## config.mk

```make
export PLATFORM = sky130hd
export DESIGN_NAME = irqoc_cmp
export DESIGN_NICKNAME = d
export VERILOG_FILES = /design/src/rtl/core/irqoc_pkg.sv /design/src/rtl/core/irqoc_cmp.sv
export SDC_FILE = /design/constraint.sdc
export NUM_CORES = 1
export LEC_CHECK = 0
export BUFFER_PORTS_ARGS = -buffer_cell sky130_fd_sc_hd__buf_4
export CAP_MARGIN = 0
export CORE_UTILIZATION = 58
export DETAILED_ROUTE_END_ITERATION = 12
export PLACE_DENSITY = 0.91
export SLEW_MARGIN = 20
export SYNTH_ARGS = -nofsm -noshare
export SYNTH_HDL_FRONTEND = slang
export SYNTH_SLANG_ARGS = --single-unit
```

## constraint.sdc

```tcl
create_clock -name vclk -period 3.35
set_input_delay 0.335 -clock vclk [all_inputs]
set_output_delay 0.335 -clock vclk [all_outputs]
set_load 0.005 [all_outputs]
```

## src/rtl/core/irqoc_pkg.sv

```systemverilog
// ----------------------------------------------------------------------------
// irqoc_pkg: shared types and constants for the interval ring queue
// Holds the entry layout, operation and status codes, and the limits used to
// validate packed time stamps.
// ----------------------------------------------------------------------------
package irqoc_pkg;

  // Default number of ring slots
  localparam int unsigned DEF_QUEUE_DEPTH = 128;

  // Field widths of the item payload
  localparam int unsigned TIME_W = 32;
  localparam int unsigned PRI_W  = 8;
  localparam int unsigned SLOT_W = 7;
  localparam int unsigned LIVE_W = 8;

  // Packed time field limits
  localparam logic [11:0] YEAR_MIN  = 12'd1900;
  localparam logic [3:0]  MONTH_MAX = 4'd12;
  localparam logic [4:0]  DAY_MAX   = 5'd31;
  localparam logic [4:0]  HOUR_MAX  = 5'd23;
  localparam logic [5:0]  MIN_MAX   = 6'd59;

  typedef enum logic [1:0] {
    MODE_PUSH  = 2'd0,
    MODE_POP   = 2'd1,
    MODE_DEL   = 2'd2,
    MODE_QUERY = 2'd3
  } mode_t;

  typedef enum logic [2:0] {
    ST_OK      = 3'd0,
    ST_FULL    = 3'd1,
    ST_OVERLAP = 3'd2,
    ST_INVALID = 3'd3,
    ST_EMPTY   = 3'd4,
    ST_BADSLOT = 3'd5
  } status_t;

  // One stored interval
  typedef struct packed {
    logic [PRI_W-1:0]  pri;
    logic [TIME_W-1:0] end_t;
    logic [TIME_W-1:0] start_t;
  } entry_t;

  // Memory port strobes
  typedef struct packed {
    logic we;
    logic re;
  } mem_cmd_t;

  // Compare unit results
  typedef struct packed {
    logic time_valid;
    logic overlap;
  } cmp_res_t;

endpackage

```

## src/rtl/core/irqoc_cmp.sv

```systemverilog
// ----------------------------------------------------------------------------
// irqoc_cmp: interval compare unit
// Validates the request interval and tests it for a closed-bound overlap
// against the entry just read from the store.
// ----------------------------------------------------------------------------
module irqoc_cmp (
  input  logic [irqoc_pkg::TIME_W-1:0] req_start,
  input  logic [irqoc_pkg::TIME_W-1:0] req_end,
  input  irqoc_pkg::entry_t            entry,
  output irqoc_pkg::cmp_res_t          res
);
  import irqoc_pkg::*;

  function automatic logic time_ok(input logic [TIME_W-1:0] t);
    logic ok;
    ok = 1'b1;
    if (t[10:6] > HOUR_MAX) ok = 1'b0;
    if (t[5:0] > MIN_MAX) ok = 1'b0;
    if (t[15:11] == 5'd0 || t[15:11] > DAY_MAX) ok = 1'b0;
    if (t[19:16] == 4'd0 || t[19:16] > MONTH_MAX) ok = 1'b0;
    if (t[31:20] < YEAR_MIN) ok = 1'b0;
    return ok;
  endfunction

  logic start_in, end_in, covers;

  // Check request interval
  assign res.time_valid = time_ok(req_start) && time_ok(req_end) && (req_end > req_start);

  // Test closed-interval overlap with the stored entry
  assign start_in = (req_start >= entry.start_t) && (req_start <= entry.end_t);
  assign end_in   = (req_end >= entry.start_t) && (req_end <= entry.end_t);
  assign covers   = (req_start <= entry.start_t) && (req_end >= entry.end_t);
  assign res.overlap = start_in || end_in || covers;

endmodule

```

==> results of run 1 <==
placed cells by master, fill, tap and decap left out, types with 15 or more instances in the layout:
cell and count:
nand4_1 26, nand3_1 19, inv_1 98, o21ai_0 19, a21oi_1 55, nor2_1 15
buf_4 130, a21o_1 19, ha_1 160, nand2_1 36
logic make-up after synthesis:
logic type	count (synthesis)	share of synthesized area [%]
AO/OA/AOI/OAI	139	22.4
adder cells (fa/ha/maj)	160	50.5
buffers and inverters	98	9.28
AND/OR/NAND/NOR	132	17.8
worst max path at each step:
stage	from	to	slack (ns)	cells past startpoint
after floorplan	entry[57]	res[0]	0.83	9
after CTS	req_end[25]	res[0]	0.41	10
after global placement	req_end[25]	res[0]	0.45	10
after global routing	entry[57]	res[0]	0.28	11
after detailed placement	req_end[25]	res[0]	0.40	10
final	req_end[25]	res[0]	0.37	10
worst max-delay path, delay by kind of cell:
kind | cells | cell delay (ns)
adder cells (fa/ha/maj) | 1 | 0.31
buffers and inverters | 2 | 0.29
AND/OR/NAND/NOR | 1 | 0.34
AO/OA/AOI/OAI | 6 | 1.36
report_power, final:
part	switching (mW)	leakage (nW)	total (mW)	internal, mW
Clock	0	0	0	0
Combinational	0.317	2.95	0.615	0.298
Sequential	0	0	0	0
cell type report:
type / count / area, µm² / area share [%]
Multi-Input combinational cell: 431 / 3590 / 71.4
Timing Repair Buffer: 130 / 976 / 19.4
Inverter: 98 / 368 / 7.31
Tap cell: 77 / 96.3 / 1.91
layer usage:
metal	GRT usage (%)	vias to the layer above	part of all wire, %
met4	11.6	0	3.7
met3	1.97	47	6.5
met2	59.9	211	47
met5	0	-	0
met1	40.4	2015	42
li1	-	2233	-
==> reports/metrics.csv, run 1 <==
stage,metric,value,unit
flow_run,cap_violations,0,
floorplanning,io_pins,138,
layout,final-seq-area,0,µm²
logic_synthesis,yosysMostFrequentCell,ha_1,
timing,finalSetupViolCount,0,
power,ir_drop,0.0744,mV
logic_synthesis,yosys.area.top_type,ha_1,
worst_setup_path,critPathKind,in -> out,
power,finalPower,615,µW
place,port_buffers,130,
route,drtIter0Drc,283,
place,place_area,0.00503,mm²
logic_synthesis,seq_area_frac_synth,0,%
worst_setup_path,required,3.01,ns
timing,setup_ws,0.374,ns
grt,grt_pass1_wl,19.5,mm
route,viasPerCell,6.12,
route,wirelength,11.7,mm
timing,min_period,2.98,ns
timing,rsz0062_at_grt,no,
timing,holdWs,1.20,ns
layout,final_area,0.00503,mm²
timing,worst_pin_slew,0.605,ns
route,wl_per_cell,15.9,µm
logic_synthesis,yosys-top-cells-area,"ha_1 51%, inv_1 9.3%, a21oi_1 6.9%",
worst_setup_path,worst-path-max-fanout,4,
logic_synthesis,synth_area_per_cell,7.49,µm²
route,vias,4506,
worst_setup_path,critPathArrivalTime,2.64,ns
timing,fmax,0.336,GHz
floorplanning,chipWidth,84.7,µm
worst_setup_path,cp_common_cell,buf_4,
place,numPlacedInstances,736,
grt,grt_overflow,0,
timing,finalHoldViolCount,0,
layout,seq_cells,0,
power,p_leak,2.95,nW
floorplanning,die_area,0.00717,mm²
hold_path,hold_class,in -> out,
timing,setup_tns,0,ns
place,dp_slack,0.404,ns
worst_setup_path,crit_chain,buf_4 > ha_1 > a21o_1 > a221o_1 > a221oi_2 > o21ai_1 > or3_1 > a2111oi_2 > a211oi_1 > buf_4,
layout,fin_cells,736,
layout,n_antenna_cell,0,
layout,drive_gt1_share,20.3,%
logic_synthesis,syn-num-nets,825,
power,powerDensity,122,mW/mm²
worst_setup_path,crit_slowest_cell,or3_1,
floorplanning,coreArea,0.00646,mm²
logic_synthesis,synth_top_cell_area_share,50.5,%
worst_setup_path,startpoint_type,primary input,
grt,grt_max_degree,6,
floorplanning,die_h,84.7,µm
place,dp_hpwl,10.7,mm
layout,n_fill_cell,480,
logic_synthesis,synth_warnings,0,
grt,grt_usage,32.8,%
layout,syn_to_final_growth,27.1,%
logic_synthesis,synth_cell_types,44,
clocking,cts_setup_buffers,0,
route,drc,0,
hold_path,hold_path_end,res[1],
clocking,cts_hold_buf,0,
route,drt_first_pass_iters,10,
hold_path,hold_path_depth,6,
grt,grt_pass1_vias,4488,
outcome,status,completed,
layout,nets,957,
place,place_congestion,0.948,
worst_setup_path,worst_setup_path_end_kind,output port,
timing,drv_slew,0,
hold_path,min-delay-start,req_start[2],
worst_setup_path,critPathMaxStageDelay,0.34,ns
grt,antenna_found_initial,0,
logic_synthesis,netlist_area,0.00396,mm²
clocking,cts_resized,0,
layout,fin_util,78.0,%
floorplanning,initial_core_util,61.4,%
floorplanning,rows,29,
timing,min_period_over_period,88.8,%
route,ant_nets,0,
layout,clock_buffers,0,
logic_synthesis,syn_inst,529,
timing,slew_headroom,58.6,%
logic_synthesis,yosys-top-cells-count,"160 x ha_1, 98 x inv_1, 55 x a21oi_1",
Note: power is estimated with default switching activity, not from simulation.
==> inputs of run 2 (changes only) <==
--- a/config.mk
+++ b/config.mk
@@ -7,6 +7,7 @@
 export LEC_CHECK = 0
 export BUFFER_PORTS_ARGS = -buffer_cell sky130_fd_sc_hd__buf_4
 export CAP_MARGIN = 0
+export CORE_ASPECT_RATIO = 1.4
 export CORE_UTILIZATION = 58
 export DETAILED_ROUTE_END_ITERATION = 12
 export PLACE_DENSITY = 0.91
==> run 2 against run 1 <==
Compared with the run above: sequential share of layout area stayed put; clock-buffer cell count did not move; combinational power decreased by 0.8%; final cell count is 2.0% higher; critical path depth is the same; non-clock buffer count did not move; sequential cell count did not move.
==> reports/metrics.csv, run 2 (synthesis results as in run 1) <==
stage,metric,value,unit,change
worst_setup_path,worst_setup_path_end_kind,output port,,unchanged
outcome,status,completed,,unchanged
floorplanning,chipWidth,71.9,µm,was 84.7 µm
timing,drv_slew,0,,unchanged
timing,setup_tns,0,ns,unchanged
grt,grt_overflow,0,,unchanged
clocking,cts_resized,0,,unchanged
timing,fmax,0.333,GHz,was 0.336 GHz
route,viasPerCell,5.93,,was 6.12
hold_path,hold_path_end,res[1],,unchanged
layout,fin_util,76.4,%,was 78.0%
layout,nets,957,,unchanged
route,drc,0,,unchanged
layout,syn_to_final_growth,27.5,%,was 27.1%
layout,final_common_cell,ha_1,,unchanged
hold_path,hold_path_depth,6,,unchanged
route,wirelength,11.6,mm,was 11.7 mm
layout,seq_cells,0,,unchanged
worst_setup_path,startpoint_type,primary input,,unchanged
floorplanning,io_pins,138,,unchanged
route,ant_nets,0,,unchanged
floorplanning,initial_core_util,59.9,%,was 61.4%
clocking,cts_hold_buf,0,,unchanged
hold_path,min-delay-start,req_start[2],,unchanged
layout,final-seq-area,0,µm²,unchanged
place,port_buffers,130,,unchanged
route,wl_per_cell,15.4,µm,was 15.9 µm
layout,final_cell_mix,"160 x ha_1, 130 x buf_4, 98 x inv_1, 55 x a21oi_1, 36 x nand2_1",,unchanged
power,finalPower,610,µW,was 615 µW
worst_setup_path,critPathKind,in -> out,,unchanged
power,p_comb_share,100.0,%,about the same
timing,worst_pin_slew,0.549,ns,was 0.605 ns
flow_run,cap_violations,0,,unchanged
grt,grt_usage,32.2,%,was 32.8%
hold_path,hold_class,in -> out,,unchanged
timing,rsz0062_at_grt,no,,unchanged
floorplanning,coreArea,0.00661,mm²,was 0.00646 mm²
floorplanning,die_area,0.00717,mm²,about the same
timing,finalSetupViolCount,0,,unchanged
grt,grt_pass1_wl,19.0,mm,was 19.5 mm
power,p_sw_share,51.4,%,was 51.6%
route,drtIter0Drc,150,,was 283
route,vias,4453,,"was 4,506"
power,clockPowerShare,0,%,about the same
timing,min_period_over_period,89.6,%,was 88.8%
place,dp_hpwl,10.6,mm,was 10.7 mm
clocking,cts_setup_buffers,0,,unchanged
grt,grt_max_degree,6,,unchanged
timing,finalHoldViolCount,0,,unchanged
worst_setup_path,cp-startpoint,req_end[25],,unchanged
worst_setup_path,critPathArrivalTime,2.67,ns,was 2.64 ns
power,p_switching,313,µW,was 317 µW
route,drt_first_pass_iters,6,,was 10
power,powerDensity,121,mW/mm²,was 122 mW/mm²
timing,slew_headroom,62.5,%,was 58.6%
worst_setup_path,required,3.01,ns,about the same
floorplanning,die_h,99.8,µm,was 84.7 µm
place,place_congestion,1.03,,was 0.948
grt,antenna_found_initial,0,,unchanged
worst_setup_path,worst-path-max-fanout,4,,unchanged
power,p_int,297,µW,was 298 µW
power,p_seq_share,0,%,about the same
timing,min_period,3.00,ns,was 2.98 ns
layout,n_antenna_cell,0,,unchanged
power,ir_drop,0.0719,mV,was 0.0744 mV
floorplanning,rows,35,,was 29
layout,clock_buffers,0,,unchanged
power,p_leak,2.95,nW,unchanged
grt,grt_pass1_vias,4536,,"was 4,488"
layout,drive_gt1_share,20.3,%,unchanged
[run 2: final cells by class]
type	instances	area (µm²)
inverters	98	368
fillers	534	1560
multi-input cells	431	3590
well taps	92	115
repair buffers	130	976
[run 2: through the flow]
step / cells / area (µm²) / hold slack (ns) / setup slack, ns
after floorplan: 529 / 3960 / 0.910 / 0.834
after CTS: 751 / 5050 / 1.23 / 0.324
after global routing: 751 / 5050 / 1.27 / 0.185
after global placement: 751 / 5050 / 1.21 / 0.397
after detailed placement: 751 / 5050 / 1.23 / 0.333
final: 751 / 5050 / 1.23 / 0.347
[run 2: per-layer routing]
| metal | GRT usage [%] | up-vias | share of wire, % |
|---|---|---|---|
| met5 | 0 | - | 0 |
| met4 | 13.6 | 0 | 4.6 |
| met3 | 1.31 | 42 | 3.6 |
| met2 | 64.2 | 157 | 53 |
| met1 | 34.4 | 2018 | 39 |
| li1 | - | 2236 | - |
[run 2: power by group through the flow]
stage               clock network (mW)  logic [mW]  registers (mW)
floorplan                            0       0.338               0
global placement                     0       0.572               0
detailed placement                   0       0.604               0
CTS                                  0       0.607               0
global route                         0       0.692               0
finish                               0       0.610               0
[run 2: how the worst max path moves through the flow]
stage / slack (ns) / end / cells after the start
floorplan: 0.83 / res[0] / 9
global placement: 0.40 / res[0] / 10
detailed placement: 0.33 / res[0] / 10
CTS: 0.32 / res[0] / 10
global route: 0.19 / res[0] / 11
finish: 0.35 / res[0] / 10
[run 2: critical path: stages]
cell and delay (ns):
buf_4 0.13, ha_1 0.31, a21o_1 0.18, a221o_1 0.33
a221oi_2 0.31, o21ai_1 0.15, or3_1 0.34, a2111oi_2 0.32
a211oi_1 0.10, buf_4 0.15
==> inputs of run 3 (changes only) <==
--- a/config.mk
+++ b/config.mk
@@ -7,10 +7,12 @@
 export LEC_CHECK = 0
 export BUFFER_PORTS_ARGS = -buffer_cell sky130_fd_sc_hd__buf_4
 export CAP_MARGIN = 0
+export CELL_PAD_IN_SITES_DETAIL_PLACEMENT = 0
+export CELL_PAD_IN_SITES_GLOBAL_PLACEMENT = 1
 export CORE_ASPECT_RATIO = 1.4
-export CORE_UTILIZATION = 58
+export CORE_UTILIZATION = 41
 export DETAILED_ROUTE_END_ITERATION = 12
-export PLACE_DENSITY = 0.91
+export PLACE_DENSITY_LB_ADDON = 0.1
 export SLEW_MARGIN = 20
 export SYNTH_ARGS = -nofsm -noshare
 export SYNTH_HDL_FRONTEND = slang
==> constraint.sdc (replaced) <==
create_clock -name vclk -period 3.35
set_input_delay 0.335 -clock vclk [all_inputs]
set_output_delay 0.335 -clock vclk [all_outputs]
set_load 0.1 [all_outputs]
==> run 3 against run 2 <==
Compared with the run above: die area is 40% higher; combinational power is 3.8% higher; critical endpoint unchanged; non-clock buffer count grew 1.
==> reports/metrics.csv, run 3 (synthesis results as in run 1) <==
stage,metric,value,unit,change
flow_run,cap_violations,0,,unchanged
grt,grt_pass1_wl,20.3,mm,was 19.0 mm
timing,holdWs,1.36,ns,was 1.23 ns
grt,gr-max-usage-layer,met2,,unchanged
clocking,cts_hold_buf,0,,unchanged
hold_path,hold_class,in -> out,,unchanged
floorplanning,io_pins,138,,unchanged
place,place_congestion,0.845,,was 1.03
route,wirelength,12.0,mm,was 11.6 mm
floorplanning,die_area,0.0101,mm²,was 0.00717 mm²
grt,met3_usage,0.978,%,was 1.31%
layout,fin_cells,770,,was 751
grt,antenna_found_initial,0,,unchanged
grt,grt_pass1_vias,4463,,"was 4,536"
floorplanning,rows,42,,was 35
worst_setup_path,worst_setup_path_end_kind,output port,,unchanged
power,p_switching,336,µW,was 313 µW
place,place_area,0.00509,mm²,was 0.00505 mm²
grt,grt_use_met2,49.2,%,was 64.2%
route,ant_nets,0,,unchanged
grt,use_met1,28.1,%,was 34.4%
layout,syn_to_final_growth,28.6,%,was 27.5%
layout,n_fill_cell,959,,was 534
floorplanning,die_h,118,µm,was 99.8 µm
worst_setup_path,crit_slowest_cell,a2111oi_2,,was or3_1
layout,seq_cells,0,,unchanged
power,p_comb_share,100.0,%,about the same
timing,fmax,0.315,GHz,was 0.333 GHz
place,port_buffers,130,,unchanged
clocking,cts_resized,0,,unchanged
route,drc,0,,unchanged
floorplanning,chipWidth,85.1,µm,was 71.9 µm
worst_setup_path,required,3.01,ns,about the same
worst_setup_path,worst-path-max-fanout,4,,unchanged
floorplanning,coreArea,0.00941,mm²,was 0.00661 mm²
worst_setup_path,startpoint_type,primary input,,unchanged
timing,finalSetupViolCount,0,,unchanged
outcome,status,completed,,unchanged
route,drtIter0Drc,104,,was 150
power,ir_drop,0.0560,mV,was 0.0719 mV
worst_setup_path,critPathKind,in -> out,,unchanged
place,numPlacedInstances,770,,was 751
grt,grt_max_degree,6,,unchanged
hold_path,min-delay-start,req_start[2],,unchanged
timing,min_period,3.18,ns,was 3.00 ns
place,dp_slack,0.210,ns,was 0.333 ns
hold_path,hold_path_end,res[1],,unchanged
route,drt_first_pass_iters,4,,was 6
layout,final_area,0.00509,mm²,was 0.00505 mm²
layout,drive_gt1_share,20.8,%,was 20.3%
layout,nets,958,,was 957
place,dp_hpwl,11.1,mm,was 10.6 mm
hold_path,hold_path_depth,6,,unchanged
timing,worst_pin_slew,0.617,ns,was 0.549 ns
power,powerDensity,124,mW/mm²,was 121 mW/mm²
route,wl_per_cell,15.5,µm,was 15.4 µm
route,viasPerCell,5.54,,was 5.93
layout,fin_util,54.2,%,was 76.4%
layout,n_antenna_cell,0,,unchanged
timing,drv_slew,0,,unchanged
layout,final-seq-area,0,µm²,unchanged
floorplanning,initial_core_util,42.1,%,was 59.9%
power,p_leak,2.95,nW,about the same
power,p_sw_share,53.2,%,was 51.4%
grt,grt_usage,24.4,%,was 32.2%
timing,finalHoldViolCount,0,,unchanged
grt,grt_overflow,0,,unchanged
power,p_seq_share,0,%,about the same
power,p_int,296,µW,was 297 µW
timing,min_period_over_period,94.8,%,was 89.6%
layout,clock_buffers,0,,unchanged
power,clockPowerShare,0,%,about the same
layout,final_common_cell,ha_1,,unchanged
worst_setup_path,cp_common_cell,buf_4,,unchanged
clocking,cts_setup_buffers,0,,unchanged
layout,final_cell_mix,"160 x ha_1, 131 x buf_4, 98 x inv_1, 55 x a21oi_1, 36 x nand2_1",,"was 160 x ha_1, 130 x buf_4, 98 x inv_1, 55 x a21oi_1, 36 x nand2_1"
route,vias,4263,,"was 4,453"
worst_setup_path,critPathArrivalTime,2.84,ns,was 2.67 ns
worst_setup_path,cp-startpoint,req_end[25],,unchanged
timing,slew_headroom,57.8,%,was 62.5%
timing,rsz0062_at_grt,no,,unchanged
worst_setup_path,critPathMaxStageDelay,0.36,ns,was 0.34 ns
timing,setup_ws,0.173,ns,was 0.347 ns
worst_setup_path,crit_chain,buf_4 > ha_1 > a21o_1 > a221o_1 > a221oi_2 > o21ai_1 > or3_1 > a2111oi_2 > a211oi_2 > buf_4,,was buf_4 > ha_1 > a21o_1 > a221o_1 > a221oi_2 > o21ai_1 > or3_1 > a2111oi_2 > a211oi_1 > buf_4
run 3: cell types whose count changed in the layout (fill, tap and decap cells not counted), sizes merged:
| cell | previous run | this run |
|---|---|---|
| buf | 130 | 131 |
run 3: worst max path at each step:
stage | end | slack [ns]
finish | res[0] | 0.17
global route | res[0] | 0.1
CTS | res[0] | 0.21
detailed placement | res[0] | 0.21
global placement | res[0] | 0.27
floorplan | res[0] | -0.01
run 3: final cells by class:
| type | instances | area, µm² | area share, % |
|---|---|---|---|
| inverter | 98 | 368 | 7.22 |
| multi-input combinational | 431 | 3610 | 70.8 |
| tap | 110 | 138 | 2.70 |
| timing repair buffer | 131 | 983 | 19.3 |
run 3: critical path, delay by kind of cell:
family / cells / cell delay (ns)
simple gates: 1 / 0.35
compound gates: 6 / 1.45
buf+inv: 2 / 0.38
fa+ha+maj: 1 / 0.30
run 3: per-stage QoR:
step | power (mW) | TNS (ns)
after floorplan | 0.364 | -0.0131
after global placement | 0.617 | 0
after detailed placement | 0.634 | 0
after CTS | 0.637 | 0
after global routing | 0.726 | 0
final | 0.633 | 0
run 3: power by group through the flow:
stage / sequential [mW] / combinational (mW) / clock [mW]
6_report: 0 / 0.633 / 0
5_1_grt: 0 / 0.726 / 0
4_1_cts: 0 / 0.637 / 0
3_5_place_dp: 0 / 0.634 / 0
3_3_place_gp: 0 / 0.617 / 0
2_1_floorplan: 0 / 0.364 / 0
run 3: layer usage:
layer  wire length, µm  up-vias
met4               187        0
met2              6460       89
met1              4940     1931
met5                 0        -
li1                  -     2233
met3               385       10
