<file path="config.mk">
export PLATFORM = sky130hd
export DESIGN_NAME = irqoc_ctrl
export DESIGN_NICKNAME = d
export VERILOG_FILES = /design/src/rtl/core/irqoc_pkg.sv /design/src/rtl/core/irqoc_ctrl.sv
export SDC_FILE = /design/constraint.sdc
export NUM_CORES = 1
export LEC_CHECK = 0
export ABC_AREA = 1
export BUFFER_PORTS_ARGS = -buffer_cell sky130_fd_sc_hd__buf_4
export CORE_MARGIN = 2
export CORE_UTILIZATION = 57
export DETAILED_ROUTE_END_ITERATION = 12
export PLACE_DENSITY = 0.86
export SYNTH_ARGS = -nofsm -noshare
export SYNTH_HDL_FRONTEND = slang
export SYNTH_SLANG_ARGS = --single-unit
</file>
<file path="constraint.sdc">
create_clock -name clk -period 20.9 [get_ports clk]
set_clock_uncertainty 0.05 [all_clocks]
set_input_delay 4.18 -clock clk [delete_from_list [all_inputs] [get_ports clk]]
set_output_delay 4.18 -clock clk [all_outputs]
set_load 0.02 [all_outputs]
</file>
<file path="src/rtl/core/irqoc_pkg.sv">
// ----------------------------------------------------------------------------
// irqoc_pkg: shared types and constants for the interval ring queue
// Holds the entry layout, operation and status codes, and the limits used to
// validate packed time stamps.
// ----------------------------------------------------------------------------
package irqoc_pkg;

  // Default number of ring slots
  localparam int unsigned DEF_QUEUE_DEPTH = 128;

  // Field widths of the item payload
  localparam int unsigned TIME_W = 32;
  localparam int unsigned PRI_W  = 8;
  localparam int unsigned SLOT_W = 7;
  localparam int unsigned LIVE_W = 8;

  // Packed time field limits
  localparam logic [11:0] YEAR_MIN  = 12'd1900;
  localparam logic [3:0]  MONTH_MAX = 4'd12;
  localparam logic [4:0]  DAY_MAX   = 5'd31;
  localparam logic [4:0]  HOUR_MAX  = 5'd23;
  localparam logic [5:0]  MIN_MAX   = 6'd59;

  typedef enum logic [1:0] {
    MODE_PUSH  = 2'd0,
    MODE_POP   = 2'd1,
    MODE_DEL   = 2'd2,
    MODE_QUERY = 2'd3
  } mode_t;

  typedef enum logic [2:0] {
    ST_OK      = 3'd0,
    ST_FULL    = 3'd1,
    ST_OVERLAP = 3'd2,
    ST_INVALID = 3'd3,
    ST_EMPTY   = 3'd4,
    ST_BADSLOT = 3'd5
  } status_t;

  // One stored interval
  typedef struct packed {
    logic [PRI_W-1:0]  pri;
    logic [TIME_W-1:0] end_t;
    logic [TIME_W-1:0] start_t;
  } entry_t;

  // Memory port strobes
  typedef struct packed {
    logic we;
    logic re;
  } mem_cmd_t;

  // Compare unit results
  typedef struct packed {
    logic time_valid;
    logic overlap;
  } cmp_res_t;

endpackage

</file>
<file path="src/rtl/core/irqoc_ctrl.sv">
// ----------------------------------------------------------------------------
// irqoc_ctrl: queue sequencer
// Latches one item, runs the scan, pop or shifting delete against the entry
// store and hands the result to a registered output stage.
// ----------------------------------------------------------------------------
module irqoc_ctrl #(
  parameter int unsigned QUEUE_DEPTH = irqoc_pkg::DEF_QUEUE_DEPTH,
  parameter int unsigned AW = (QUEUE_DEPTH > 1) ? $clog2(QUEUE_DEPTH) : 1
) (
  input  logic                          clk,
  input  logic                          rst_n,
  // request side
  input  logic                          req_valid,
  output logic                          req_ready,
  input  irqoc_pkg::mode_t              req_mode,
  input  logic [irqoc_pkg::TIME_W-1:0]  req_start,
  input  logic [irqoc_pkg::TIME_W-1:0]  req_end,
  input  logic [irqoc_pkg::PRI_W-1:0]   req_pri,
  input  logic [irqoc_pkg::SLOT_W-1:0]  req_slot,
  input  logic                          req_skip,
  // result side
  output logic                          rsp_valid,
  input  logic                          rsp_ready,
  output irqoc_pkg::status_t            rsp_status,
  output logic [irqoc_pkg::SLOT_W-1:0]  rsp_hit,
  output logic [irqoc_pkg::TIME_W-1:0]  rsp_start,
  output logic [irqoc_pkg::TIME_W-1:0]  rsp_end,
  output logic [irqoc_pkg::PRI_W-1:0]   rsp_pri,
  output logic [irqoc_pkg::LIVE_W-1:0]  rsp_live,
  // compare unit
  output logic [irqoc_pkg::TIME_W-1:0]  cmp_start,
  output logic [irqoc_pkg::TIME_W-1:0]  cmp_end,
  input  irqoc_pkg::cmp_res_t           cmp_res,
  // entry store
  output irqoc_pkg::mem_cmd_t           mem_cmd,
  output logic [AW-1:0]                 mem_waddr,
  output irqoc_pkg::entry_t             mem_wdata,
  output logic [AW-1:0]                 mem_raddr,
  input  irqoc_pkg::entry_t             mem_rdata
);
  import irqoc_pkg::*;

  localparam int unsigned CW  = $clog2(QUEUE_DEPTH + 1);
  localparam int unsigned SLW = (AW + 1 > SLOT_W) ? AW + 1 : SLOT_W;
  localparam logic [AW-1:0] LAST_SLOT = AW'(QUEUE_DEPTH - 1);

  typedef enum logic [2:0] {
    S_IDLE, S_EXEC, S_SCAN, S_POP, S_SHIFT, S_FIN
  } state_t;

  function automatic logic [AW-1:0] inc_slot(input logic [AW-1:0] s);
    return (s == LAST_SLOT) ? '0 : s + AW'(1);
  endfunction

  function automatic logic [AW-1:0] dec_slot(input logic [AW-1:0] s);
    return (s == '0) ? LAST_SLOT : s - AW'(1);
  endfunction

  state_t state_r;

  // latched item
  mode_t               mode_r;
  logic [TIME_W-1:0]   ns_r, ne_r;
  logic [PRI_W-1:0]    pri_r;
  logic [SLOT_W-1:0]   slot_r;
  logic                skip_r;

  // queue pointers
  logic [AW-1:0]       head_r, tail_r;
  logic [CW-1:0]       count_r;

  // scan and shift walkers
  logic [AW-1:0]       iss_slot_r;
  logic [CW-1:0]       iss_k_r;
  logic                dv_r;
  logic [AW-1:0]       chk_slot_r;
  logic                chk_last_r;
  logic [AW-1:0]       sh_dst_r;
  logic [CW-1:0]       sh_left_r;

  // pending result
  status_t             res_status_r;
  logic [SLOT_W-1:0]   res_hit_r;
  logic [TIME_W-1:0]   res_start_r, res_end_r;
  logic [PRI_W-1:0]    res_pri_r;

  // output stage
  logic                out_valid_r;
  status_t             out_status_r;
  logic [SLOT_W-1:0]   out_hit_r;
  logic [TIME_W-1:0]   out_start_r, out_end_r;
  logic [PRI_W-1:0]    out_pri_r;
  logic [LIVE_W-1:0]   out_live_r;

  // delete decode
  logic [SLW-1:0] slot_w, head_w, off_w, moves_w;
  logic           slot_bad, off_bad;
  logic [AW-1:0]  slot_a, del_n1;

  // scan decode
  logic scan_issue, skip_hit, scan_hit, scan_done;
  logic out_free;

  assign slot_w   = SLW'(slot_r);
  assign head_w   = SLW'(head_r);
  assign slot_bad = slot_w >= SLW'(QUEUE_DEPTH);
  assign off_w    = (slot_w >= head_w) ? slot_w - head_w
                                       : slot_w + SLW'(QUEUE_DEPTH) - head_w;
  assign off_bad  = off_w >= SLW'(count_r);
  assign moves_w  = SLW'(count_r) - off_w - SLW'(1);
  assign slot_a   = AW'(slot_r);
  assign del_n1   = inc_slot(slot_a);

  assign scan_issue = iss_k_r < count_r;
  assign skip_hit   = (mode_r == MODE_QUERY) && skip_r &&
                      (SLW'(slot_r) == SLW'(chk_slot_r));
  assign scan_hit   = dv_r && cmp_res.overlap && !skip_hit;
  assign scan_done  = dv_r && !scan_hit && chk_last_r;
  assign out_free   = !out_valid_r || rsp_ready;

  assign req_ready  = (state_r == S_IDLE);
  assign cmp_start  = ns_r;
  assign cmp_end    = ne_r;

  assign rsp_valid  = out_valid_r;
  assign rsp_status = out_status_r;
  assign rsp_hit    = out_hit_r;
  assign rsp_start  = out_start_r;
  assign rsp_end    = out_end_r;
  assign rsp_pri    = out_pri_r;
  assign rsp_live   = out_live_r;

  // Drive entry store ports
  always_comb begin
    mem_cmd         = '0;
    mem_waddr       = tail_r;
    mem_raddr       = iss_slot_r;
    mem_wdata.pri   = pri_r;
    mem_wdata.end_t = ne_r;
    mem_wdata.start_t = ns_r;
    unique case (state_r)
      S_EXEC: begin
        unique case (mode_r)
          MODE_PUSH: begin
            mem_cmd.we = cmp_res.time_valid && (count_r == '0);
          end
          MODE_POP: begin
            mem_cmd.re = (count_r != '0);
            mem_raddr  = head_r;
          end
          MODE_DEL: begin
            mem_cmd.re = (count_r != '0) && !slot_bad && !off_bad && (moves_w != '0);
            mem_raddr  = del_n1;
          end
          MODE_QUERY: begin
            mem_cmd = '0;
          end
          default: mem_cmd = '0;
        endcase
      end
      S_SCAN: begin
        mem_cmd.re = scan_issue;
        mem_cmd.we = scan_done && (mode_r == MODE_PUSH);
      end
      S_SHIFT: begin
        mem_cmd.we = 1'b1;
        mem_waddr  = sh_dst_r;
        mem_wdata  = mem_rdata;
        mem_cmd.re = (sh_left_r != '0);
      end
      default: mem_cmd = '0;
    endcase
  end

  // Sequence one item and hold the output stage
  always_ff @(posedge clk) begin
    if (!rst_n) begin
      state_r     <= S_IDLE;
      head_r      <= '0;
      tail_r      <= '0;
      count_r     <= '0;
      dv_r        <= 1'b0;
      out_valid_r <= 1'b0;
    end else begin
      // drop the result once taken; the finish step reloads it itself
      if (rsp_ready && (state_r != S_FIN)) begin
        out_valid_r <= 1'b0;
      end
      unique case (state_r)
        S_IDLE: begin
          if (req_valid) begin
            mode_r  <= req_mode;
            ns_r    <= req_start;
            ne_r    <= req_end;
            pri_r   <= req_pri;
            slot_r  <= req_slot;
            skip_r  <= req_skip;
            state_r <= S_EXEC;
          end
        end
        S_EXEC: begin
          res_hit_r    <= '0;
          res_start_r  <= '0;
          res_end_r    <= '0;
          res_pri_r    <= '0;
          dv_r         <= 1'b0;
          iss_k_r      <= '0;
          unique case (mode_r)
            MODE_PUSH: begin
              iss_slot_r <= head_r;
              priority if (!cmp_res.time_valid) begin
                res_status_r <= ST_INVALID;
                state_r      <= S_FIN;
              end else if (count_r >= CW'(QUEUE_DEPTH)) begin
                res_status_r <= ST_FULL;
                state_r      <= S_FIN;
              end else if (count_r == '0) begin
                res_status_r <= ST_OK;
                tail_r       <= inc_slot(tail_r);
                count_r      <= count_r + CW'(1);
                state_r      <= S_FIN;
              end else begin
                res_status_r <= ST_OK;
                state_r      <= S_SCAN;
              end
            end
            MODE_POP: begin
              if (count_r == '0) begin
                res_status_r <= ST_EMPTY;
                state_r      <= S_FIN;
              end else begin
                res_status_r <= ST_OK;
                state_r      <= S_POP;
              end
            end
            MODE_DEL: begin
              iss_slot_r <= inc_slot(del_n1);
              priority if (count_r == '0) begin
                res_status_r <= ST_EMPTY;
                state_r      <= S_FIN;
              end else if (slot_bad || off_bad) begin
                res_status_r <= ST_BADSLOT;
                state_r      <= S_FIN;
              end else if (moves_w == '0) begin
                res_status_r <= ST_OK;
                if (count_r == CW'(1)) begin
                  head_r <= '0;
                  tail_r <= '0;
                end else begin
                  tail_r <= dec_slot(tail_r);
                end
                count_r <= count_r - CW'(1);
                state_r <= S_FIN;
              end else begin
                res_status_r <= ST_OK;
                sh_dst_r     <= slot_a;
                sh_left_r    <= CW'(moves_w - SLW'(1));
                state_r      <= S_SHIFT;
              end
            end
            MODE_QUERY: begin
              iss_slot_r   <= head_r;
              res_status_r <= ST_OK;
              if (count_r != '0) begin
                state_r <= S_SCAN;
              end else begin
                state_r <= S_FIN;
              end
            end
            default: begin
              res_status_r <= ST_OK;
              state_r      <= S_FIN;
            end
          endcase
        end
        S_SCAN: begin
          // issue side: one read per cycle from head onward
          dv_r <= scan_issue;
          if (scan_issue) begin
            iss_slot_r <= inc_slot(iss_slot_r);
            iss_k_r    <= iss_k_r + CW'(1);
            chk_slot_r <= iss_slot_r;
            chk_last_r <= (CW'(iss_k_r + CW'(1)) == count_r);
          end
          // check side: data from the read issued in the previous cycle
          if (scan_hit) begin
            res_status_r <= ST_OVERLAP;
            res_hit_r    <= SLOT_W'(chk_slot_r);
            state_r      <= S_FIN;
          end else if (scan_done) begin
            if (mode_r == MODE_PUSH) begin
              tail_r  <= inc_slot(tail_r);
              count_r <= count_r + CW'(1);
            end
            state_r <= S_FIN;
          end
        end
        S_POP: begin
          res_start_r <= mem_rdata.start_t;
          res_end_r   <= mem_rdata.end_t;
          res_pri_r   <= mem_rdata.pri;
          count_r     <= count_r - CW'(1);
          if (count_r == CW'(1)) begin
            head_r <= '0;
            tail_r <= '0;
          end else begin
            head_r <= inc_slot(head_r);
          end
          state_r <= S_FIN;
        end
        S_SHIFT: begin
          // move the entry read last cycle down one place
          if (sh_left_r != '0) begin
            sh_dst_r   <= inc_slot(sh_dst_r);
            iss_slot_r <= inc_slot(iss_slot_r);
            sh_left_r  <= sh_left_r - CW'(1);
          end else begin
            if (count_r == CW'(1)) begin
              head_r <= '0;
              tail_r <= '0;
            end else begin
              tail_r <= dec_slot(tail_r);
            end
            count_r <= count_r - CW'(1);
            state_r <= S_FIN;
          end
        end
        S_FIN: begin
          if (out_free) begin
            out_valid_r  <= 1'b1;
            out_status_r <= res_status_r;
            out_hit_r    <= res_hit_r;
            out_start_r  <= res_start_r;
            out_end_r    <= res_end_r;
            out_pri_r    <= res_pri_r;
            out_live_r   <= LIVE_W'(count_r);
            state_r      <= S_IDLE;
          end
        end
        default: state_r <= S_IDLE;
      endcase
    end
  end

  // Occupancy never exceeds the ring
  a_count_bound: assert property (@(posedge clk) disable iff (!rst_n)
    count_r <= CW'(QUEUE_DEPTH))
    else $error("entry count above queue depth");

  // An empty ring parks both pointers at slot zero
  a_empty_park: assert property (@(posedge clk) disable iff (!rst_n)
    (count_r == '0) |-> (head_r == '0 && tail_r == '0))
    else $error("empty queue with pointers away from zero");

  // The shift never reads and writes the same entry in one cycle
  a_rw_apart: assert property (@(posedge clk) disable iff (!rst_n)
    (mem_cmd.we && mem_cmd.re) |-> (mem_waddr != mem_raddr))
    else $error("read and write collide on one entry");

  // From the finish step, a free output stage takes the result and the sequencer goes idle
  a_load_src: assert property (@(posedge clk) disable iff (!rst_n)
    (state_r == S_FIN && out_free) |=> (out_valid_r && state_r == S_IDLE))
    else $error("finished result not loaded");

endmodule

</file>
==> results of run 1 <==
[layout by cell type (no fill, tap or decap), drive strengths merged, types with 23 or more instances in the layout]
cell type / n
nand3: 45
nor2: 176
a21oi: 51
o21ai: 131
nand4: 23
xor2: 38
dfxtp: 27
ha: 47
edfxtp: 292
buf: 411
inv: 202
clkbuf: 42
nand2: 258
[power groups by stage]
| stage | combinational [W] | sequential, W | clock, W |
|---|---|---|---|
| finish | 0.000829 | 0.000889 | 0.000572 |
| global route | 0.000905 | 0.000897 | 0.000599 |
| floorplan | 0.000506 | 0.000912 | 0 |
| CTS | 0.000822 | 0.000887 | 0.000576 |
| detailed placement | 0.000817 | 0.000899 | 0 |
| global placement | 0.000797 | 0.000895 | 0 |
[stage by stage]
step | utilization, % | setup WS (ps) | power (W) | area [µm²]
floorplan | - | 9874 | 0.001418 | 14750
global route | 75.49 | 11660 | 0.002401 | 19120
finish | 75.50 | 11720 | 0.002289 | 19120
CTS | 75.48 | 11750 | 0.002285 | 19120
global placement | 71.39 | 11760 | 0.001691 | 18080
detailed placement | 71.39 | 11750 | 0.001715 | 18080
[per-layer routing]
metal / GRT usage, % / vias up / wire [µm]
li1: - / 5548 / -
met1: 37.15 / 5712 / 16200
met2: 55.95 / 665 / 23120
met3: 7.609 / 133 / 4014
met4: 18.50 / 4 / 2717
met5: 2.462 / - / 97
[sequential cells by signal (all words and copies together) (netlist names), 8 cells and up]
signal       count
cmp_end         32
cmp_start       32
count_r          8
iss_k_r          8
pri_r            8
res_end_r       32
res_pri_r        8
res_start_r     32
rsp_end         32
rsp_live         8
rsp_pri          8
rsp_start       32
sh_left_r        8
[cell families (layout without fill, tap and decap cells)]
| kind of cell | count (synthesis) | count (layout) | share of synthesized area (%) |
|---|---|---|---|
| AND/OR/NAND/NOR | 527 | 527 | 15.11 |
| flip-flops | 319 | 319 | 63.09 |
| buffers and inverters | 247 | 673 | 6.521 |
| AO/OA/AOI/OAI | 218 | 218 | 8.048 |
| XOR/XNOR | 50 | 50 | 2.968 |
| adder cells (fa/ha/maj) | 49 | 49 | 4.257 |
| other | 0 | 2 | 0 |
[synthesized netlist by cell type, types with 5 or more instances]
cell type	number
edfxtp_1	292
nand2_1	253
inv_1	193
nor2_1	171
o21ai_0	129
a21oi_1	50
ha_1	47
nand3_1	43
xor2_1	38
clkbuf_1	28
dfxtp_1	27
nand4_1	22
o22ai_1	14
xnor2_1	12
buf_2	11
nor3_1	11
inv_2	8
nand3b_1	5
[layout make-up]
type                    count  area [µm²]  area share [%]
clock inverters            17       135.1          0.7067
repair buffers            411        3085           16.14
multi-input cells         844        4511           23.59
well taps                 330       412.9           2.159
flip-flops and latches    319        9309           48.68
clock buffers              42       902.1           4.718
diodes                      2       5.005         0.02617
inverters                 203       762.0           3.985
[worst max-delay path by stage]
stage	from	cells after the start	endpoint
after detailed placement	cmp_res[0]	7	mem_cmd[1]
after global routing	cmp_res[0]	7	mem_cmd[1]
after global placement	cmp_res[0]	7	mem_cmd[1]
final	mem_rdata[40]	4	mem_wdata[40]
after CTS	cmp_res[0]	7	mem_cmd[1]
after floorplan	rst_n	2	rsp_end[0]$_DFFE_PP_
[worst reg2reg max path, delay by kind of cell, from the launching register on]
kind / cells / cell delay, ps
and+or+nand+nor: 12 / 1490
buffers and inverters: 3 / 330
AOI/OAI and AO/OA: 3 / 860
DFF: 1 / 510
xor gates and xnor gates: 1 / 250
adders and majority gates: 3 / 930
==> flow_metrics.py, run 1 <==
metrics = {
    "status": {
        "status": "completed",
    },
    "logic_synthesis": {
        "synthTopCellsByArea": "edfxtp_1 59%, nand2_1 6.4%, inv_1 4.9%, o21ai_0 4.4%, nor2_1 4.4%",
        "synth_edf_count": 292,
        "yosys.area.top_type": "edfxtp_1",
        "ys.flop_type": "edfxtp_1",
        "syn_avg_cell_area_um2": 10.46,
        "synth_seq_area_share_pct": 63.09,
        "ys_seq_elements": 319,
        "syn_nets": 1619,
        "yosys_warnings": 0,
        "post_synth_inst_count": 1410,
        "synth_top_area_share_pct": 59.43,
        "syn_area_um2": 14750,
        "ys_types": 54,
        "async_reset_ff_share_pct": 0,
    },
    "sta": {
        "fin_crit_sh_pct": 43.93,
        "maxSlewHeadroom_pct": 26.23,
        "tns_ps": 0,
        "rsz0062_at_grt": "no",
        "setup_violations": 0,
        "fmax_mhz": 108.9,
        "whs_ps": 360.1,
        "tightest_slew_ps": 1107,
        "hold_viol_final": 0,
        "drv_slew": 0,
        "min_period_ps": 9182,
    },
    "clocking": {
        "ctsHoldBuffers": 0,
        "cts_buffers": 34,
        "htreeDepth": 2,
        "clockBufferDepth": 3,
        "cts_sinks": 319,
        "clk_latency_ps": 520,
        "cts.reportedPaths.clkPinSlew_ps": 60,
        "cts_tree": "yes",
        "cts-resized-gates": 0,
        "post_cts_buffers": 0,
        "cts-root-buf": "clkbuf_16",
    },
    "finish": {
        "num-nets-final": 2022,
        "nFillCells": 1714,
        "drive_above_1_share_pct": 26.58,
        "layout.cells.non_filler": 2168,
        "syn_to_final_growth_pct": 29.60,
    },
    "die": {
        "ios": 404,
        "num_rows": 58,
        "initial_utilization_pct": 58.26,
        "die_area_um2": 27190,
        "die_x_um": 164.9,
        "die_y_um": 164.9,
        "core_area_um2": 25330,
    },
    "detailed_routing": {
        "vias": 12060,
        "drt-initial-drc-count": 1357,
        "wl_um": 46140,
        "drt-wirelength-per-cell_um": 21.28,
        "first_pass_iters": 5,
        "drc": 0,
        "ant_nets": 0,
        "viasPerCell": 5.564,
    },
    "pwr": {
        "combPwrFrac_pct": 36.2,
        "p_clk_share_pct": 25.0,
        "total_leakage_power_nw": 8.433,
        "power.switching_w": 0.0008482,
        "switching_share_pct": 37.05,
        "vdd_drop_max_mv": 0.09477,
        "power_frac_seq_pct": 38.8,
        "power_density_nw_per_um2": 119.7,
        "internal_power_w": 0.001441,
    },
    "critical_path": {
        "worst_path_most_repeated_cell": "buf_4",
        "crit_type": "in -> out",
        "cp_top_family": "compound AO/OA/AOI/OAI gates",
        "cp.required_ps": 16670,
        "cp_cell_sequence": "buf_4, inv_1, o21ai_0, buf_4",
        "regToRegSetupSlack_ps": 16380,
        "startpoint_type": "primary input",
        "arrival_ps": 4950,
        "cp_max_fo": 2,
        "critPathMaxStageDelay_ps": 410,
        "cp-end-kind": "primary output",
        "r2r_cells": 22,
        "reg2reg_to": "tail_r[1]$_SDFFE_PN0P_",
        "cp_slowest_cell": "o21ai_0",
        "rr_startpoint": "slot_a[0]$_DFFE_PP_",
        "worst-path-buf-inv": 3,
    },
    "grt": {
        "antenna_found_initial": 2,
        "first_global_vias": 11200,
        "overflow": 0,
        "grt_max_degree": 99,
        "grt_pass1_wl_um": 64800,
        "grt.total_usage_pct": 32.51,
    },
    "hold_path": {
        "worstHoldStart": "res_status_r[0]$_SDFFCE_PP0P_",
        "worstHoldPathType": "reg -> reg",
        "min_path_cells": 0,
        "hold_end": "rsp_status[0]$_DFFE_PP_",
    },
    "placement": {
        "dp_hpwl_um": 34610,
        "gp_congestion": 0.9376,
        "io_buffers": 403,
        "dp_cells": 2107,
    },
    "job": {
        "drv_cap": 0,
    },
}
Power figures use the tool's default switching activity.
==> inputs of run 2 (changes only) <==
--- a/config.mk
+++ b/config.mk
@@ -5,12 +5,12 @@
 export SDC_FILE = /design/constraint.sdc
 export NUM_CORES = 1
 export LEC_CHECK = 0
-export ABC_AREA = 1
+export ABC_AREA = 0
 export BUFFER_PORTS_ARGS = -buffer_cell sky130_fd_sc_hd__buf_4
 export CORE_MARGIN = 2
-export CORE_UTILIZATION = 57
+export CORE_UTILIZATION = 48
 export DETAILED_ROUTE_END_ITERATION = 12
-export PLACE_DENSITY = 0.86
+export PLACE_DENSITY = 0.77
 export SYNTH_ARGS = -nofsm -noshare
 export SYNTH_HDL_FRONTEND = slang
 export SYNTH_SLANG_ARGS = --single-unit
==> constraint.sdc (replaced) <==
create_clock -name clk -period 8.4 [get_ports clk]
set_clock_uncertainty 0.05 [all_clocks]
set_input_delay 1.68 -clock clk [delete_from_list [all_inputs] [get_ports clk]]
set_output_delay 1.68 -clock clk [all_outputs]
set_load 0.02 [all_outputs]
==> flow_metrics.py, run 2 <==
metrics = {
    "die": {
        "ios": 404,
        "die_x_um": 179.1,
        "initial_utilization_pct": 48.49,
        "die_area_um2": 32070,
        "num_rows": 64,
        "die_y_um": 179.1,
        "core_area_um2": 30350,
    },
    "placement": {
        "gp_congestion": 0.8735,
        "place_ws_ps": 2445,
        "dp_cells": 2027,
        "dp_hpwl_um": 31860,
        "io_buffers": 403,
        "place_area_um2": 18090,
    },
    "critical_path": {
        "cp.required_ps": 6670,
        "r2r_cells": 18,
        "regToRegSetupSlack_ps": 3410,
        "arrival_ps": 4810,
        "startpoint_type": "register",
        "cp_max_fo": 7,
        "crit_type": "reg -> out",
        "cp-end-kind": "primary output",
        "reg2reg_to": "tail_r[1]$_SDFFE_PN0P_",
        "cp-startpoint": "slot_a[0]$_DFFE_PP_",
        "rr_startpoint": "slot_a[0]$_DFFE_PP_",
    },
    "logic_synthesis": {
        "syn_avg_cell_area_um2": 11.48,
        "yosys.area.top_type": "edfxtp_1",
        "ys.flop_type": "edfxtp_1",
        "synthTopCellsByArea": "edfxtp_1 60%, nand2_1 8.1%, ha_1 4.0%, dfxtp_1 3.7%, and3_1 3.6%",
        "synth_common_cells": "319 x nand2_1, 292 x edfxtp_1, 85 x and3_1",
        "ys_types": 62,
        "post_synth_inst_count": 1282,
        "ys_seq_elements": 319,
        "yosys_warnings": 0,
        "synth_seq_area_share_pct": 63.26,
        "yosysMostFrequentCell": "nand2_1",
        "syn_area_um2": 14720,
        "synth_edf_count": 292,
        "async_reset_ff_share_pct": 0,
        "synth_top_area_share_pct": 59.59,
        "syn_nets": 1491,
    },
    "pwr": {
        "switching_share_pct": 35.91,
        "vdd_drop_max_mv": 0.4035,
        "internal_power_w": 0.003750,
        "power_density_nw_per_um2": 303.2,
        "power.switching_w": 0.002101,
        "power_frac_seq_pct": 37.2,
        "combPwrFrac_pct": 35.3,
        "p_clk_share_pct": 27.6,
        "total_leakage_power_nw": 8.193,
    },
    "finish": {
        "diodes": 0,
        "drive_above_1_share_pct": 28.74,
        "final_cell_mix": "413 x buf_4, 318 x nand2_1, 292 x edfxtp_1",
        "final_common_cell": "buf_4",
        "num-nets-final": 1877,
        "layout.cells.non_filler": 2087,
        "stdcell_area_um2": 19290,
        "post-route-util_pct": 63.58,
        "syn_to_final_growth_pct": 31.12,
    },
    "clocking": {
        "cts_tree": "yes",
        "clk_latency_ps": 530,
        "htreeDepth": 2,
        "clockBufferDepth": 3,
        "ctsHoldBuffers": 0,
        "cts-root-buf": "clkbuf_16",
        "cts.reportedPaths.clkPinSlew_ps": 70,
        "cts-resized-gates": 0,
        "post_cts_buffers": 0,
        "cts_sinks": 319,
        "cts_buffers": 35,
    },
    "hold_path": {
        "worstHoldStart": "res_start_r[2]$_SDFFCE_PN0P_",
        "hold_end": "rsp_start[2]$_DFFE_PP_",
        "worstHoldPathType": "reg -> reg",
        "min_path_cells": 0,
    },
    "sta": {
        "tns_ps": 0,
        "drv_slew": 0,
        "rsz0062_at_grt": "no",
        "setup_violations": 0,
        "tightest_slew_ps": 1189,
        "fmax_mhz": 152.8,
        "maxSlewHeadroom_pct": 20.75,
        "min_period_ps": 6545,
        "hold_viol_final": 0,
        "finalWorstSetupSlack_ps": 1855,
        "fin_crit_sh_pct": 77.91,
    },
    "grt": {
        "grt_pass1_wl_um": 62600,
        "first_global_vias": 10440,
        "grt_max_degree": 89,
        "grt.total_usage_pct": 25.96,
        "overflow": 0,
        "antenna_found_initial": 1,
    },
    "status": {
        "status": "completed",
    },
    "detailed_routing": {
        "vias": 11530,
        "drc": 0,
        "drt-wirelength-per-cell_um": 21.15,
        "drt-initial-drc-count": 1341,
        "viasPerCell": 5.522,
        "first_pass_iters": 5,
        "wl_um": 44140,
        "ant_nets": 0,
    },
    "job": {
        "drv_cap": 0,
    },
}
==> run 2: cell count changes in the layout (fill, tap and decap cells not counted), sizes merged, moves of 11 or more <==
cell   change
inv      -161
mux2i     +14
o22ai     -11
o21ai     -91
and2      +17
nand4     -20
nand2     +61
and3      +84
xnor2     +16
nor2     -122
==> run 2: kinds of logic after synthesis <==
kind of cell / count (synthesis) / share of synthesized area (%)
AOI/OAI and AO/OA: 166 / 7.551
xor gates and xnor gates: 58 / 3.452
adders and majority gates: 49 / 4.268
buffers and inverters: 103 / 2.755
DFF: 319 / 63.26
muxes: 15 / 1.029
and+or+nand+nor: 572 / 17.69
==> run 2: critical path: stages, from the launching register on <==
cell and delay (ps):
edfxtp_1 510, inv_1 170, ha_1 160, inv_1 60
fa_1 400, a21o_1 190, a21oi_1 260, nand2_1 110
xnor2_1 140, nor4_1 300, ha_1 360, nor2b_1 180
nand2_1 60, o221ai_1 110, a41oi_1 270, nand3_2 230
a31oi_1 220, nor3b_1 80, a211o_1 310, buf_4 170
==> run 2: how the worst max path moves through the flow <==
stage	slack (ps)	depth (start not counted)	to
global route	1520	19	mem_cmd[0]
floorplan	2080	3	rsp_end[0]$_DFFE_PP_
finish	1860	19	mem_cmd[0]
detailed placement	2440	19	mem_cmd[0]
global placement	2570	17	mem_cmd[0]
CTS	1850	19	mem_cmd[0]
==> run 2: through the flow <==
step | hold slack (ps) | total power, W
after global placement | 350.2 | 0.004219
after floorplan | 350.3 | 0.003458
after global routing | 368.9 | 0.006133
final | 362.1 | 0.005851
after detailed placement | 354.5 | 0.004252
after CTS | 366.8 | 0.005868
==> run 2: layout make-up <==
| class | instances | area, µm² |
|---|---|---|
| repair buffers | 413 | 3100 |
| clock buffers | 41 | 929.6 |
| inverters | 39 | 146.4 |
| multi-input cells | 860 | 5039 |
| flip-flops and latches | 319 | 9310 |
| clock inverters | 19 | 274.0 |
| fillers | 2346 | 11050 |
| well taps | 396 | 495.5 |
==> run 2: power groups by stage <==
stage / Sequential (W) / Combinational [W] / Clock, W
global route: 0.00219 / 0.00224 / 0.00169
floorplan: 0.00221 / 0.00124 / 0
detailed placement: 0.00220 / 0.00205 / 0
CTS: 0.00217 / 0.00206 / 0.00163
finish: 0.00217 / 0.00206 / 0.00161
global placement: 0.00219 / 0.00203 / 0
==> run 2: layer usage <==
| metal | track usage [%] | vias up | share of wire (%) | wire length (µm) |
|---|---|---|---|---|
| met5 | 0 | - | 0.018 | 8 |
| met1 | 34.71 | 5566 | 41 | 17930 |
| li1 | - | 5345 | - | - |
| met4 | 7.728 | 2 | 2.9 | 1291 |
| met3 | 6.170 | 84 | 8.6 | 3808 |
| met2 | 42.18 | 528 | 48 | 21110 |
==> inputs of run 3 (changes only) <==
==> constraint.sdc (replaced) <==
create_clock -name clk -period 5.75 [get_ports clk]
set_clock_uncertainty 0.05 [all_clocks]
set_input_delay 1.15 -clock clk [delete_from_list [all_inputs] [get_ports clk]]
set_output_delay 1.15 -clock clk [all_outputs]
set_load 0.02 [all_outputs]
==> flow_metrics.py, run 3 (synthesis gave the netlist of run 2 again) <==
metrics = {
    "sta": {
        "drv_slew": 0,
        "finalWorstSetupSlack_ps": 274.2,
        "hold_viol_final": 0,
        "fin_crit_sh_pct": 95.23,
        "setup_violations": 0,
        "maxSlewHeadroom_pct": 22.95,
        "rsz0062_at_grt": "no",
        "tightest_slew_ps": 1150,
        "min_period_ps": 5476,
        "fmax_mhz": 182.6,
        "tns_ps": 0,
    },
    "detailed_routing": {
        "drc": 0,
        "first_pass_iters": 5,
        "wl_um": 45040,
        "wl_met1_um": 18370,
        "ant_nets": 0,
        "wl_met3_um": 3896,
        "top_layer_used": "met5",
        "viasPerCell": 5.561,
        "drt-wirelength-per-cell_um": 21.48,
        "drt-initial-drc-count": 1237,
        "wl_met2_um": 21130,
        "vias": 11660,
    },
    "placement": {
        "gp_congestion": 0.8893,
        "place_area_um2": 18100,
        "io_buffers": 403,
        "dp_cells": 2027,
        "place_ws_ps": 343.5,
        "dp_hpwl_um": 32300,
    },
    "clocking": {
        "cts-root-buf": "clkbuf_16",
        "cts_tree": "yes",
        "ctsHoldBuffers": 0,
        "clockBufferDepth": 3,
        "clk_latency_ps": 520,
        "cts.reportedPaths.clkPinSlew_ps": 60,
        "cts_sinks": 319,
        "htreeDepth": 2,
        "cts_buffers": 35,
    },
    "pwr": {
        "power_density_nw_per_um2": 440.6,
        "total_power_w": 0.008533,
        "internal_power_w": 0.005444,
        "power_frac_seq_pct": 37.2,
        "combPwrFrac_pct": 35.7,
        "switching_share_pct": 36.19,
        "power.switching_w": 0.003088,
        "total_leakage_power_nw": 8.212,
        "vdd_drop_max_mv": 0.3598,
        "p_clk_share_pct": 27.1,
    },
    "status": {
        "status": "completed",
    },
    "die": {
        "core_area_um2": 30350,
        "die_y_um": 179.1,
        "ios": 404,
        "die_area_um2": 32070,
        "initial_utilization_pct": 48.49,
        "num_rows": 64,
        "die_x_um": 179.1,
    },
    "finish": {
        "final_common_cell": "buf_4",
        "syn_to_final_growth_pct": 31.61,
        "num-nets-final": 1882,
        "stdcell_area_um2": 19370,
        "final_cell_mix": "417 x buf_4, 318 x nand2_1, 292 x edfxtp_1",
        "layout.cells.non_filler": 2097,
        "drive_above_1_share_pct": 29.25,
    },
    "grt": {
        "grt.total_usage_pct": 26.20,
        "grt_pass1_wl_um": 63020,
        "antenna_found_initial": 2,
        "grt_max_degree": 83,
        "overflow": 0,
        "first_global_vias": 10640,
    },
    "critical_path": {
        "cp.required_ps": 4550,
        "cp-startpoint": "slot_a[0]$_DFFE_PP_",
        "rr_startpoint": "slot_a[0]$_DFFE_PP_",
        "startpoint_type": "register",
        "arrival_ps": 4280,
        "cp_max_fo": 4,
        "cp-end-kind": "primary output",
        "crit_type": "reg -> out",
    },
    "hold_path": {
        "worstHoldStart": "res_pri_r[4]$_SDFFCE_PN0P_",
        "worstHoldPathType": "reg -> reg",
    },
    "job": {
        "drv_cap": 0,
    },
}
## run 3: cell types whose count changed in the layout (fill, tap and decap cells not counted), sizes merged
cell and delta:
buf +5, clkbuf +5, diode +2, bufinv -1
clkinvlp -1
## run 3: what timing repair did
action / in CTS / in global routing
buffers inserted: 2 / 3
setup endpoints to repair: 1 / 1
hold endpoints to repair: 0 / 0
pin swaps: 1 / 4
gates resized for setup: 1 / 7
cloned: 0 / 0
## run 3: path summary, 6_finish.rpt
kind                                 end  slack, ps  cells after the start
hold / removal      rsp_pri[4]$_DFFE_PP_        360                      0
hold reg to reg     rsp_pri[4]$_DFFE_PP_        360                      0
setup / recovery              mem_cmd[0]        270                     19
setup reg to reg  tail_r[1]$_SDFFE_PN0P_       1110                     19
## run 3: layout make-up
cell class | count | area (µm²)
flip-flops and latches | 319 | 9310
clock buffers | 46 | 948.4
well taps | 396 | 495.5
multi-input cells | 860 | 5077
fillers | 2334 | 10980
diodes | 2 | 5.005
inverters | 39 | 146.4
clock inverters | 17 | 234.0
repair buffers | 418 | 3151
## run 3: power groups by stage
| stage | sequential [W] | combinational, W | clock [W] |
|---|---|---|---|
| after floorplan | 0.00323 | 0.00182 | 0 |
| after global placement | 0.00320 | 0.00296 | 0 |
| after detailed placement | 0.00322 | 0.00299 | 0 |
| after CTS | 0.00317 | 0.00302 | 0.00235 |
| after global routing | 0.00320 | 0.00329 | 0.00244 |
| final | 0.00318 | 0.00305 | 0.00231 |
## run 3: worst max-delay path: stages, from the launching register on
cell	delay (ps)
edfxtp_1	420
inv_2	120
ha_1	150
inv_1	60
fa_1	400
a21o_1	210
a21oi_2	190
nand2_1	90
xnor2_1	150
nor4_2	240
ha_1	310
nor2b_1	160
nand2_1	60
o221ai_1	130
a41oi_2	220
nand3_2	140
a31oi_1	190
nor3b_1	70
a211o_1	290
buf_4	160
## run 3: routing by layer
layer  global-route usage [%]  vias to the layer above
li1                         -                     5358
met1                    35.61                     5617
met2                    41.31                      579
met3                    5.789                      106
met4                    9.845                        2
met5                        0                        -
## run 3: per-stage QoR
stage / hold WS [ps] / util [%]
after floorplan: 350.3 / -
after global placement: 350.3 / 59.65
after detailed placement: 354.5 / 59.65
after CTS: 367.3 / 63.61
after global routing: 373.8 / 63.81
final: 360.4 / 63.82
